### config.mk
export PLATFORM = sky130hd
export DESIGN_NAME = warmup_gated_pm_averager
export DESIGN_NICKNAME = d
export VERILOG_FILES = /design/src/rtl/core/wgpa_pkg.sv /design/src/rtl/core/wgpa_lane.sv /design/src/rtl/core/warmup_gated_pm_averager.sv
export VERILOG_INCLUDE_DIRS = /design/src /design/src/rtl/core
export SDC_FILE = /design/constraint.sdc
export NUM_CORES = 2
export LEC_CHECK = 0
export ABC_CLOCK_PERIOD_IN_PS = 5500
export BUFFER_PORTS_ARGS = -buffer_cell sky130_fd_sc_hd__buf_4
export CORE_ASPECT_RATIO = 1.4
export CORE_MARGIN = 2
export CORE_UTILIZATION = 35
export DETAILED_ROUTE_END_ITERATION = 12
export PLACE_DENSITY = 0.49
export RECOVER_POWER = 50
export SLEW_MARGIN = 10
export SYNTH_ARGS = -nofsm -noshare
export SYNTH_HDL_FRONTEND = slang
export SYNTH_SLANG_ARGS = --single-unit
### constraint.sdc
create_clock -name clk -period 5.5 [get_ports clk]
set_input_delay 0.55 -clock clk [delete_from_list [all_inputs] [get_ports clk]]
set_output_delay 0.55 -clock clk [all_outputs]
set_load 0.05 [all_outputs]
### src/rtl/core/assert_macros.svh
// Assertion macros shared by the averager RTL.
// Depends on nothing; included by the modules that carry assertions.
`ifndef ASSERT_MACROS_SVH
`define ASSERT_MACROS_SVH

// Condition that must hold at every clock edge outside reset.
`define ASSERT_ALWAYS(lbl, clk, rst, cond) \
  lbl: assert property (@(posedge clk) disable iff (rst) (cond)) \
    else $error("invariant violated");

// Same-cycle implication.
`define ASSERT_IMPL(lbl, clk, rst, ante, cons) \
  lbl: assert property (@(posedge clk) disable iff (rst) (ante) |-> (cons)) \
    else $error("implication violated");

// Next-cycle implication.
`define ASSERT_NEXT(lbl, clk, rst, ante, cons) \
  lbl: assert property (@(posedge clk) disable iff (rst) (ante) |=> (cons)) \
    else $error("next-cycle implication violated");

`endif

### src/rtl/core/wgpa_pkg.sv
// Shared types and constants of the warm-up gated particulate averager.
// Depends on nothing; used by wgpa_lane and warmup_gated_pm_averager.
`default_nettype none

package wgpa_pkg;

  // Ring depth and derived widths.
  localparam int BUF_DEPTH  = 32;
  localparam int PTR_W      = (BUF_DEPTH > 1) ? $clog2(BUF_DEPTH) : 1;
  localparam int CNT_W      = $clog2(BUF_DEPTH + 1);
  localparam int SAMPLE_W   = 16;
  localparam int SUM_W      = $clog2(BUF_DEPTH * ((1 << SAMPLE_W) - 1) + 1);
  localparam int DIV_CNT_W  = (SUM_W > 1) ? $clog2(SUM_W) : 1;
  localparam int NUM_LANES  = 3;

  // Field widths of the stream items.
  localparam int REQ_W      = 2;
  localparam int TIME_W     = 32;
  localparam int WARMUP_W   = 16;
  localparam int USED_W     = 6;
  localparam int S_TDATA_W  = 80;
  localparam int M_TDATA_W  = 56;

  // One day in seconds.
  localparam logic [TIME_W-1:0] ONE_DAY_SECONDS = TIME_W'(3600 * 24);

  // Request kinds carried in tuser.
  typedef enum logic [REQ_W-1:0] {
    REQ_START   = 2'd0,
    REQ_SAMPLE  = 2'd1,
    REQ_AVERAGE = 2'd2
  } req_t;

  // Control sequencer states.
  typedef enum logic [2:0] {
    ST_IDLE,
    ST_READ,
    ST_WRITE,
    ST_DIV,
    ST_DONE
  } state_t;

  // Commands broadcast from the sequencer to every lane.
  typedef struct packed {
    logic             clear;
    logic             rd_en;
    logic             wr_en;
    logic             sub_old;
    logic [PTR_W-1:0] addr;
    logic             div_load;
    logic             div_step;
    logic [CNT_W-1:0] divisor;
  } lane_ctrl_t;

endpackage

`default_nettype wire

### src/rtl/core/wgpa_lane.sv
// One channel lane: ring column, running sum and a bit-serial restoring divider.
// Depends on wgpa_pkg for widths and the lane command struct.
`default_nettype none

module wgpa_lane (
  input  wire                             clk,
  input  wire                             rst,
  input  wire  wgpa_pkg::lane_ctrl_t      ctrl,
  input  wire  [wgpa_pkg::SAMPLE_W-1:0]   sample,
  output logic [wgpa_pkg::SAMPLE_W-1:0]   quotient
);

  logic [wgpa_pkg::SAMPLE_W-1:0] ring [wgpa_pkg::BUF_DEPTH];
  logic [wgpa_pkg::SAMPLE_W-1:0] rd_data;
  logic [wgpa_pkg::SUM_W-1:0]    sum;
  logic [wgpa_pkg::SUM_W-1:0]    old_val;
  logic [wgpa_pkg::SUM_W-1:0]    quot;
  logic [wgpa_pkg::CNT_W-1:0]    rem;
  logic [wgpa_pkg::CNT_W:0]      trial;
  logic                          fits;

  // Ring column with a registered read port.
  always_ff @(posedge clk) begin
    if (ctrl.wr_en) begin
      ring[ctrl.addr] <= sample;
    end
    if (ctrl.rd_en) begin
      rd_data <= ring[ctrl.addr];
    end
  end

  // The entry being overwritten leaves the sum only once the ring is full.
  assign old_val = ctrl.sub_old ? wgpa_pkg::SUM_W'(rd_data) : '0;

  // Running sum of the stored readings.
  always_ff @(posedge clk) begin
    if (rst || ctrl.clear) begin
      sum <= '0;
    end else if (ctrl.wr_en) begin
      sum <= sum - old_val + wgpa_pkg::SUM_W'(sample);
    end
  end

  // One quotient bit per cycle, most significant dividend bit first.
  assign trial = {rem, quot[wgpa_pkg::SUM_W-1]};
  assign fits  = (trial >= {1'b0, ctrl.divisor});

  always_ff @(posedge clk) begin
    if (ctrl.div_load) begin
      quot <= sum;
      rem  <= '0;
    end else if (ctrl.div_step) begin
      quot <= {quot[wgpa_pkg::SUM_W-2:0], fits};
      rem  <= fits ? wgpa_pkg::CNT_W'(trial - {1'b0, ctrl.divisor})
                   : trial[wgpa_pkg::CNT_W-1:0];
    end
  end

  // A mean never exceeds one reading, so the low bits hold it whole.
  assign quotient = quot[wgpa_pkg::SAMPLE_W-1:0];

endmodule

`default_nettype wire

### src/rtl/core/warmup_gated_pm_averager.sv
// Top level of the warm-up gated particulate averager: sequencer, three lanes, merge.
// Depends on wgpa_pkg, wgpa_lane and assert_macros.svh.
`default_nettype none
`include "assert_macros.svh"

// Accepts start, sample and average requests on the slave stream and returns
// one result per average request on the master stream. A start request, a
// request with an unused kind or a dropped sample leaves the block ready; a kept
// sample passes through a ring read, then the sum update and write, before
// ready returns. For an average request with samples stored, the
// three lane dividers run side by side and produce one quotient bit per cycle
// over the 21-bit sums, then the merge stage loads the output register. With
// the store empty the zero result goes straight to the merge stage. A finished result
// waits in the output register while the next request is already taken; only
// a second average request stalls behind a result that has not been taken.
// The warm-up register may be written whenever no request is in progress.
module warmup_gated_pm_averager (
  input  wire                               clk,
  input  wire                               rst,
  // Warm-up register write.
  input  wire                               cfg_we,
  input  wire  [wgpa_pkg::WARMUP_W-1:0]     cfg_wdata,
  // Request stream.
  input  wire                               s_axis_tvalid,
  output logic                              s_axis_tready,
  // tdata: pm1_0_value[15:0], pm2_5_value[31:16], pm10_value[47:32],
  //        now_seconds[79:48]
  input  wire  [wgpa_pkg::S_TDATA_W-1:0]    s_axis_tdata,
  // tuser: req_type[1:0]
  input  wire  [wgpa_pkg::REQ_W-1:0]        s_axis_tuser,
  // Result stream.
  output logic                              m_axis_tvalid,
  input  wire                               m_axis_tready,
  // tdata: avg_pm1_0[15:0], avg_pm2_5[31:16], avg_pm10[47:32],
  //        samples_used[53:48], zero padding[55:54]
  output logic [wgpa_pkg::M_TDATA_W-1:0]    m_axis_tdata
);

  wgpa_pkg::state_t               state;
  wgpa_pkg::state_t               state_next;
  wgpa_pkg::req_t                 req;
  wgpa_pkg::lane_ctrl_t           ctrl;

  logic [wgpa_pkg::WARMUP_W-1:0]  warmup;
  logic [wgpa_pkg::TIME_W-1:0]    start_time;
  logic [wgpa_pkg::PTR_W-1:0]     wr_ptr;
  logic [wgpa_pkg::CNT_W-1:0]     stored_count;
  logic [wgpa_pkg::DIV_CNT_W-1:0] div_cnt;
  logic [wgpa_pkg::SAMPLE_W-1:0]  smp [wgpa_pkg::NUM_LANES];
  logic [wgpa_pkg::SAMPLE_W-1:0]  quot [wgpa_pkg::NUM_LANES];
  logic [wgpa_pkg::SAMPLE_W-1:0]  out_avg [wgpa_pkg::NUM_LANES];
  logic [wgpa_pkg::USED_W-1:0]    out_used;

  logic [wgpa_pkg::TIME_W-1:0]    now;
  logic [wgpa_pkg::TIME_W-1:0]    elapsed;
  logic                           s_accept;
  logic                           over_day;
  logic                           keep;
  logic                           full;
  logic                           empty;
  logic                           out_free;
  logic                           div_last;

  // Request decode.
  assign req      = wgpa_pkg::req_t'(s_axis_tuser);
  assign now      = s_axis_tdata[79:48];
  assign s_accept = s_axis_tvalid && s_axis_tready;

  // Elapsed time since start, read as a signed difference.
  assign elapsed  = now - start_time;
  assign over_day = !elapsed[wgpa_pkg::TIME_W-1] && (elapsed > wgpa_pkg::ONE_DAY_SECONDS);
  assign keep     = !elapsed[wgpa_pkg::TIME_W-1] && !over_day &&
                    (elapsed > wgpa_pkg::TIME_W'(warmup));

  assign full     = (stored_count == wgpa_pkg::CNT_W'(wgpa_pkg::BUF_DEPTH));
  assign empty    = (stored_count == '0);
  assign out_free = !m_axis_tvalid || m_axis_tready;
  assign div_last = (div_cnt == wgpa_pkg::DIV_CNT_W'(wgpa_pkg::SUM_W - 1));

  // Sequencer state register.
  always_ff @(posedge clk) begin
    if (rst) begin
      state <= wgpa_pkg::ST_IDLE;
    end else begin
      state <= state_next;
    end
  end

  // Next-state logic.
  always_comb begin
    state_next = state;
    case (state)
      wgpa_pkg::ST_IDLE: begin
        if (s_accept) begin
          case (req)
            wgpa_pkg::REQ_SAMPLE: begin
              if (keep) state_next = wgpa_pkg::ST_READ;
            end
            wgpa_pkg::REQ_AVERAGE: begin
              state_next = empty ? wgpa_pkg::ST_DONE : wgpa_pkg::ST_DIV;
            end
            default: state_next = wgpa_pkg::ST_IDLE;
          endcase
        end
      end
      wgpa_pkg::ST_READ:  state_next = wgpa_pkg::ST_WRITE;
      wgpa_pkg::ST_WRITE: state_next = wgpa_pkg::ST_IDLE;
      wgpa_pkg::ST_DIV: begin
        if (div_last) state_next = wgpa_pkg::ST_DONE;
      end
      wgpa_pkg::ST_DONE: begin
        if (out_free) state_next = wgpa_pkg::ST_IDLE;
      end
      default: state_next = wgpa_pkg::ST_IDLE;
    endcase
  end

  // Sequencer outputs: ready and the lane commands.
  always_comb begin
    s_axis_tready = (state == wgpa_pkg::ST_IDLE);
    ctrl.clear    = s_accept && (req == wgpa_pkg::REQ_START);
    ctrl.rd_en    = (state == wgpa_pkg::ST_READ);
    ctrl.wr_en    = (state == wgpa_pkg::ST_WRITE);
    ctrl.sub_old  = full;
    ctrl.addr     = wr_ptr;
    ctrl.div_load = s_accept && (req == wgpa_pkg::REQ_AVERAGE);
    ctrl.div_step = (state == wgpa_pkg::ST_DIV);
    ctrl.divisor  = stored_count;
  end

  // Warm-up register.
  always_ff @(posedge clk) begin
    if (rst) begin
      warmup <= '0;
    end else if (cfg_we) begin
      warmup <= cfg_wdata;
    end
  end

  // Start time: set by a start request, or re-armed after more than a day.
  always_ff @(posedge clk) begin
    if (rst) begin
      start_time <= '0;
    end else if (s_accept && (req == wgpa_pkg::REQ_START)) begin
      start_time <= now;
    end else if (s_accept && (req == wgpa_pkg::REQ_SAMPLE) && over_day) begin
      start_time <= now;
    end
  end

  // Write pointer and saturating fill count.
  always_ff @(posedge clk) begin
    if (rst || ctrl.clear) begin
      wr_ptr       <= '0;
      stored_count <= '0;
    end else if (ctrl.wr_en) begin
      wr_ptr <= (wr_ptr == wgpa_pkg::PTR_W'(wgpa_pkg::BUF_DEPTH - 1)) ? '0
                                                                      : wr_ptr + 1'b1;
      if (!full) stored_count <= stored_count + 1'b1;
    end
  end

  // Readings of the request, held for the ring write.
  always_ff @(posedge clk) begin
    if (s_accept) begin
      smp[0] <= s_axis_tdata[15:0];
      smp[1] <= s_axis_tdata[31:16];
      smp[2] <= s_axis_tdata[47:32];
    end
  end

  // Divider step counter.
  always_ff @(posedge clk) begin
    if (rst || (state != wgpa_pkg::ST_DIV)) begin
      div_cnt <= '0;
    end else begin
      div_cnt <= div_cnt + 1'b1;
    end
  end

  // One lane per particulate channel.
  for (genvar g = 0; g < wgpa_pkg::NUM_LANES; g++) begin : g_lane
    wgpa_lane u_lane (
      .clk      (clk),
      .rst      (rst),
      .ctrl     (ctrl),
      .sample   (smp[g]),
      .quotient (quot[g])
    );
  end

  // Merge stage: gather the lane quotients into the output register.
  always_ff @(posedge clk) begin
    if (rst) begin
      m_axis_tvalid <= 1'b0;
    end else if ((state == wgpa_pkg::ST_DONE) && out_free) begin
      m_axis_tvalid <= 1'b1;
    end else if (m_axis_tready) begin
      m_axis_tvalid <= 1'b0;
    end
  end

  always_ff @(posedge clk) begin
    if ((state == wgpa_pkg::ST_DONE) && out_free) begin
      for (int i = 0; i < wgpa_pkg::NUM_LANES; i++) begin
        out_avg[i] <= empty ? '0 : quot[i];
      end
      out_used <= wgpa_pkg::USED_W'(stored_count);
    end
  end

  assign m_axis_tdata = {2'b00, out_used, out_avg[2], out_avg[1], out_avg[0]};

  // Checks on the sequencer and the fill bookkeeping.
  `ASSERT_ALWAYS(a_count_max, clk, rst, stored_count <= wgpa_pkg::CNT_W'(wgpa_pkg::BUF_DEPTH))
  `ASSERT_IMPL(a_ptr_tracks_count, clk, rst, !full, wr_ptr == wgpa_pkg::PTR_W'(stored_count))
  `ASSERT_IMPL(a_write_after_read, clk, rst, state == wgpa_pkg::ST_WRITE, $past(state) == wgpa_pkg::ST_READ)
  `ASSERT_NEXT(a_avg_starts_div, clk, rst, s_accept && (req == wgpa_pkg::REQ_AVERAGE) && !empty, state == wgpa_pkg::ST_DIV)

endmodule

`default_nettype wire

==> results.sh <==
export IMPL_status="complete, but fails checks"
export IMPL_violations="capacitance limit, slew limit"
export IMPL_pin_count=161
export IMPL_root_buffer="clkbuf_16"
export IMPL_synthCells=4506
export IMPL_setup_tns_ns=0
export IMPL_gr_total_overflow=0
export IMPL_grt_usage=0.191
export IMPL_critPathSlowestCell="fa_1"
export IMPL_die_x_um=403
export IMPL_fin_crit_ns=5.06
export IMPL_worst_ep_required_time_ns=6.24
export IMPL_ant_nets=0
export IMPL_dpl_hpwl_um=123000
export IMPL_synth_top_area_frac=0.673
export IMPL_cp_top_family="compound AO/OA/AOI/OAI gates"
export IMPL_power_mw=29.9
export IMPL_multi_input_comb_area_um2=21000
export IMPL_rsz0062_at_grt="no"
export IMPL_syn_avg_cell_area_um2=17.3
export IMPL_htreeDepth=4
export IMPL_design_core_area_um2=222000
export IMPL_hold_path_class="in -> reg"
export IMPL_crit_chain="inv_1 > ha_1 > nand2_1 > nor4_2 > buf_12 > buf_4 > and2_1 > fa_1 > inv_1 > ha_1 > nor2b_1 > o2111ai_1 > nand4b_1 > a31oi_1 > o21ai_0 > o41ai_1 > o21ai_0 > o41ai_2 > xnor2_1 > or3_1 > a21oi_1"
export IMPL_synth_cell_types=71
export IMPL_ys_seq_area_frac=0.711
export IMPL_finalSetupViolations=0
export IMPL_final_common_cell="edfxtp_1"
export IMPL_fin_area_um2=90100
export IMPL_setup_worst_path_start="stored_count[1]$_SDFFE_PP0P_"
export IMPL_regArea_um2=55500
export IMPL_drive_gt1_frac=0.175
export IMPL_drt_total_wl_um=219000
export IMPL_synth_edff_count=1749
export IMPL_postCtsSetupBuffers=0
export IMPL_synthFlopType="edfxtp_1"
export IMPL_nFillCells=20162
export IMPL_grt_max_degree=114
export IMPL_fin_cells=7930
export IMPL_p_per_area_nw_per_um2=332
export IMPL_cts_tree="built"
export IMPL_drt_iter0_drc=4004
export IMPL_synthToLayoutAreaGrowth_pct=15.4
export IMPL_placed_cells=7488
export IMPL_via_per_inst=5.29
export IMPL_drv_slew=411
export IMPL_cpPeakStageDelay_ns=0.41
export IMPL_critPathCaptureType="flip-flop"
export IMPL_ys_ff_latch=1898
export IMPL_yosysTopAreaCell="edfxtp_1"
export IMPL_final_hold_violation_count=0
export IMPL_grt_pass1_wl_um=313000
export IMPL_yosysWarnings=0
export IMPL_drv_cap=10
export IMPL_hp_start="m_axis_tready"
export IMPL_grt_pass1_vias=43350
export IMPL_critical_path_class="reg -> reg"
export IMPL_fin_crit_sh=0.919
export IMPL_gp_congestion=0.842
export IMPL_clk_pin_slew_worst_paths_ns=0.06
export IMPL_avgRoutedWirePerCell_um=27.6
export IMPL_fmax_ghz=0.198
export IMPL_route_vias_total=41951
export IMPL_regToRegStartpoint="stored_count[1]$_SDFFE_PP0P_"
export IMPL_grt_antenna_before_repair=8
export IMPL_firstDrtPassIters=5
export IMPL_worstPathArrival_ns=5.79
export IMPL_synth_area_leaders="edfxtp_1, mux4_2, dfxtp_1"
export IMPL_synth_area_um2=78100
export IMPL_mostFrequentLayoutCells="edfxtp_1, mux4_2, inv_1, nand2_1, a22oi_1"
export IMPL_cts_sinks=1898
export IMPL_fp_row_count=205
export IMPL_path_max_fanout=31
export IMPL_synthArstFlopShare=0
export IMPL_startpoint_type="flip-flop"
export IMPL_drc=0
export IMPL_portBuffers=158
export IMPL_initial_core_util=0.351
export IMPL_die_area_um2=227000
export IMPL_cts_buffers=192
export IMPL_relSlewSlack=-1.51
export IMPL_clkLatencyLatePin_ns=0.87
export IMPL_tightest_slew_ns=3.77
export IMPL_cp_num_buf_inv=4
export IMPL_nets=5175
export IMPL_clock_path_buffers=4
export IMPL_placed_area_um2=83800
export IMPL_fin_skew_ns=0.0667
export IMPL_die_h_um=563
export IMPL_leakage_nw=28.7
export IMPL_peakVddDrop_mv=0.237
[synth_stat cells, types with 4 or more instances]
library cell,number
mux2_2,5
xnor2_1,62
fa_1,52
or3_1,14
nor2b_1,62
nand4_1,59
nor2_1,134
a21oi_1,145
clkbuf_1,155
and4_1,4
o21a_1,7
a31o_2,5
dfxtp_1,149
ha_1,140
nand3b_1,5
mux2i_1,57
a211o_1,4
a22oi_1,195
nand2b_1,75
a31oi_1,16
a211oi_1,12
buf_1,51
edfxtp_1,1749
nor3_1,34
nand2_1,219
xor2_1,26
a2111oi_0,4
a21o_1,36
and2_1,55
o211ai_1,6
a41o_1,4
inv_1,290
or2_2,6
nor3b_1,7
o21bai_1,6
mux4_2,384
o21ai_0,144
nand3_1,58
nor4_1,4
and3_1,17
[path summary, 6_finish.rpt]
check	slack (ns)	to	depth (start not counted)
worst min-delay path	0.09	m_axis_tvalid$_SDFFE_PP0P_	3
worst max-delay path	0.44	g_lane[0].u_lane.sum[20]$_SDFFE_PP0P_	21
worst max register to register	0.44	g_lane[0].u_lane.sum[20]$_SDFFE_PP0P_	21
worst min register to register	0.43	out_used[4]$_DFFE_PP_	0
[layout make-up]
type                            instances  share of cell area
Sequential cell                      1898               0.616
Multi-Input combinational cell       2108               0.233
Clock buffer                          249              0.0562
Tap cell                             2898              0.0403
Timing Repair Buffer                  390              0.0341
Inverter                              290              0.0121
Clock inverter                         95             0.00831
Antenna cell                            2           0.0000556
[flip-flops by register name, indices dropped and copies added, names as in the netlist, 6 cells and up]
| name | flops |
|---|---|
| g_lane.u_lane.ring | 1536 |
| g_lane.u_lane.quot | 63 |
| g_lane.u_lane.sum | 63 |
| g_lane.u_lane.rd_data | 48 |
| out_avg | 48 |
| smp | 48 |
| start_time | 32 |
| g_lane.u_lane.rem | 18 |
| warmup | 16 |
| out_used | 6 |
| stored_count | 6 |
[cells by family after synthesis]
kind of cell             share of synthesized area
flip-flops                                   0.711
adder cells (fa/ha/maj)                     0.0358
other                                    0.0000480
AO/OA/AOI/OAI                               0.0506
multiplexers                                 0.119
AND/OR/NAND/NOR                             0.0496
XOR/XNOR                                   0.00987
buffers and inverters                       0.0245
[where the power goes]
group / internal [mW] / switching, mW / total (mW) / leakage [nW]
registers: 15.9 / 0.0817 / 16.0 / 17.0
logic: 0.546 / 0.930 / 1.48 / 8.92
clock network: 6.95 / 5.55 / 12.5 / 2.82
[routing by layer]
metal  up-vias  global-route usage  wire, um
li1      18343                   -         -
met1     22221               0.249     91800
met2      1094               0.342    113000
met3       291              0.0216      9260
met4         2              0.0441      4730
met5         -                   0        13
[per-stage QoR]
stage           util  hold slack, ns  worst slack, ns
3_3_place_gp   0.377           0.411            0.505
6_report       0.405          0.0854            0.445
5_1_grt        0.405          0.0796           0.0399
3_5_place_dp   0.377           0.420            0.475
2_1_floorplan      -           0.408            0.137
4_1_cts        0.407          0.0262            0.412
[tightest hold or removal path, delay by kind of cell]
family                 cells  cell delay (ns)
AND/OR/NAND/NOR            1             0.15
buffers and inverters      1             0.07
AO/OA/AOI/OAI              1             0.08
[repair_timing]
| item | CTS | global route |
|---|---|---|
| endpoints found under the hold margin | 96 | 0 |
| hold buffers | 96 | 0 |
| gates resized for setup | 0 | 1 |
| setup endpoints to repair | 0 | 1 |
Power figures use the tool's default switching activity.
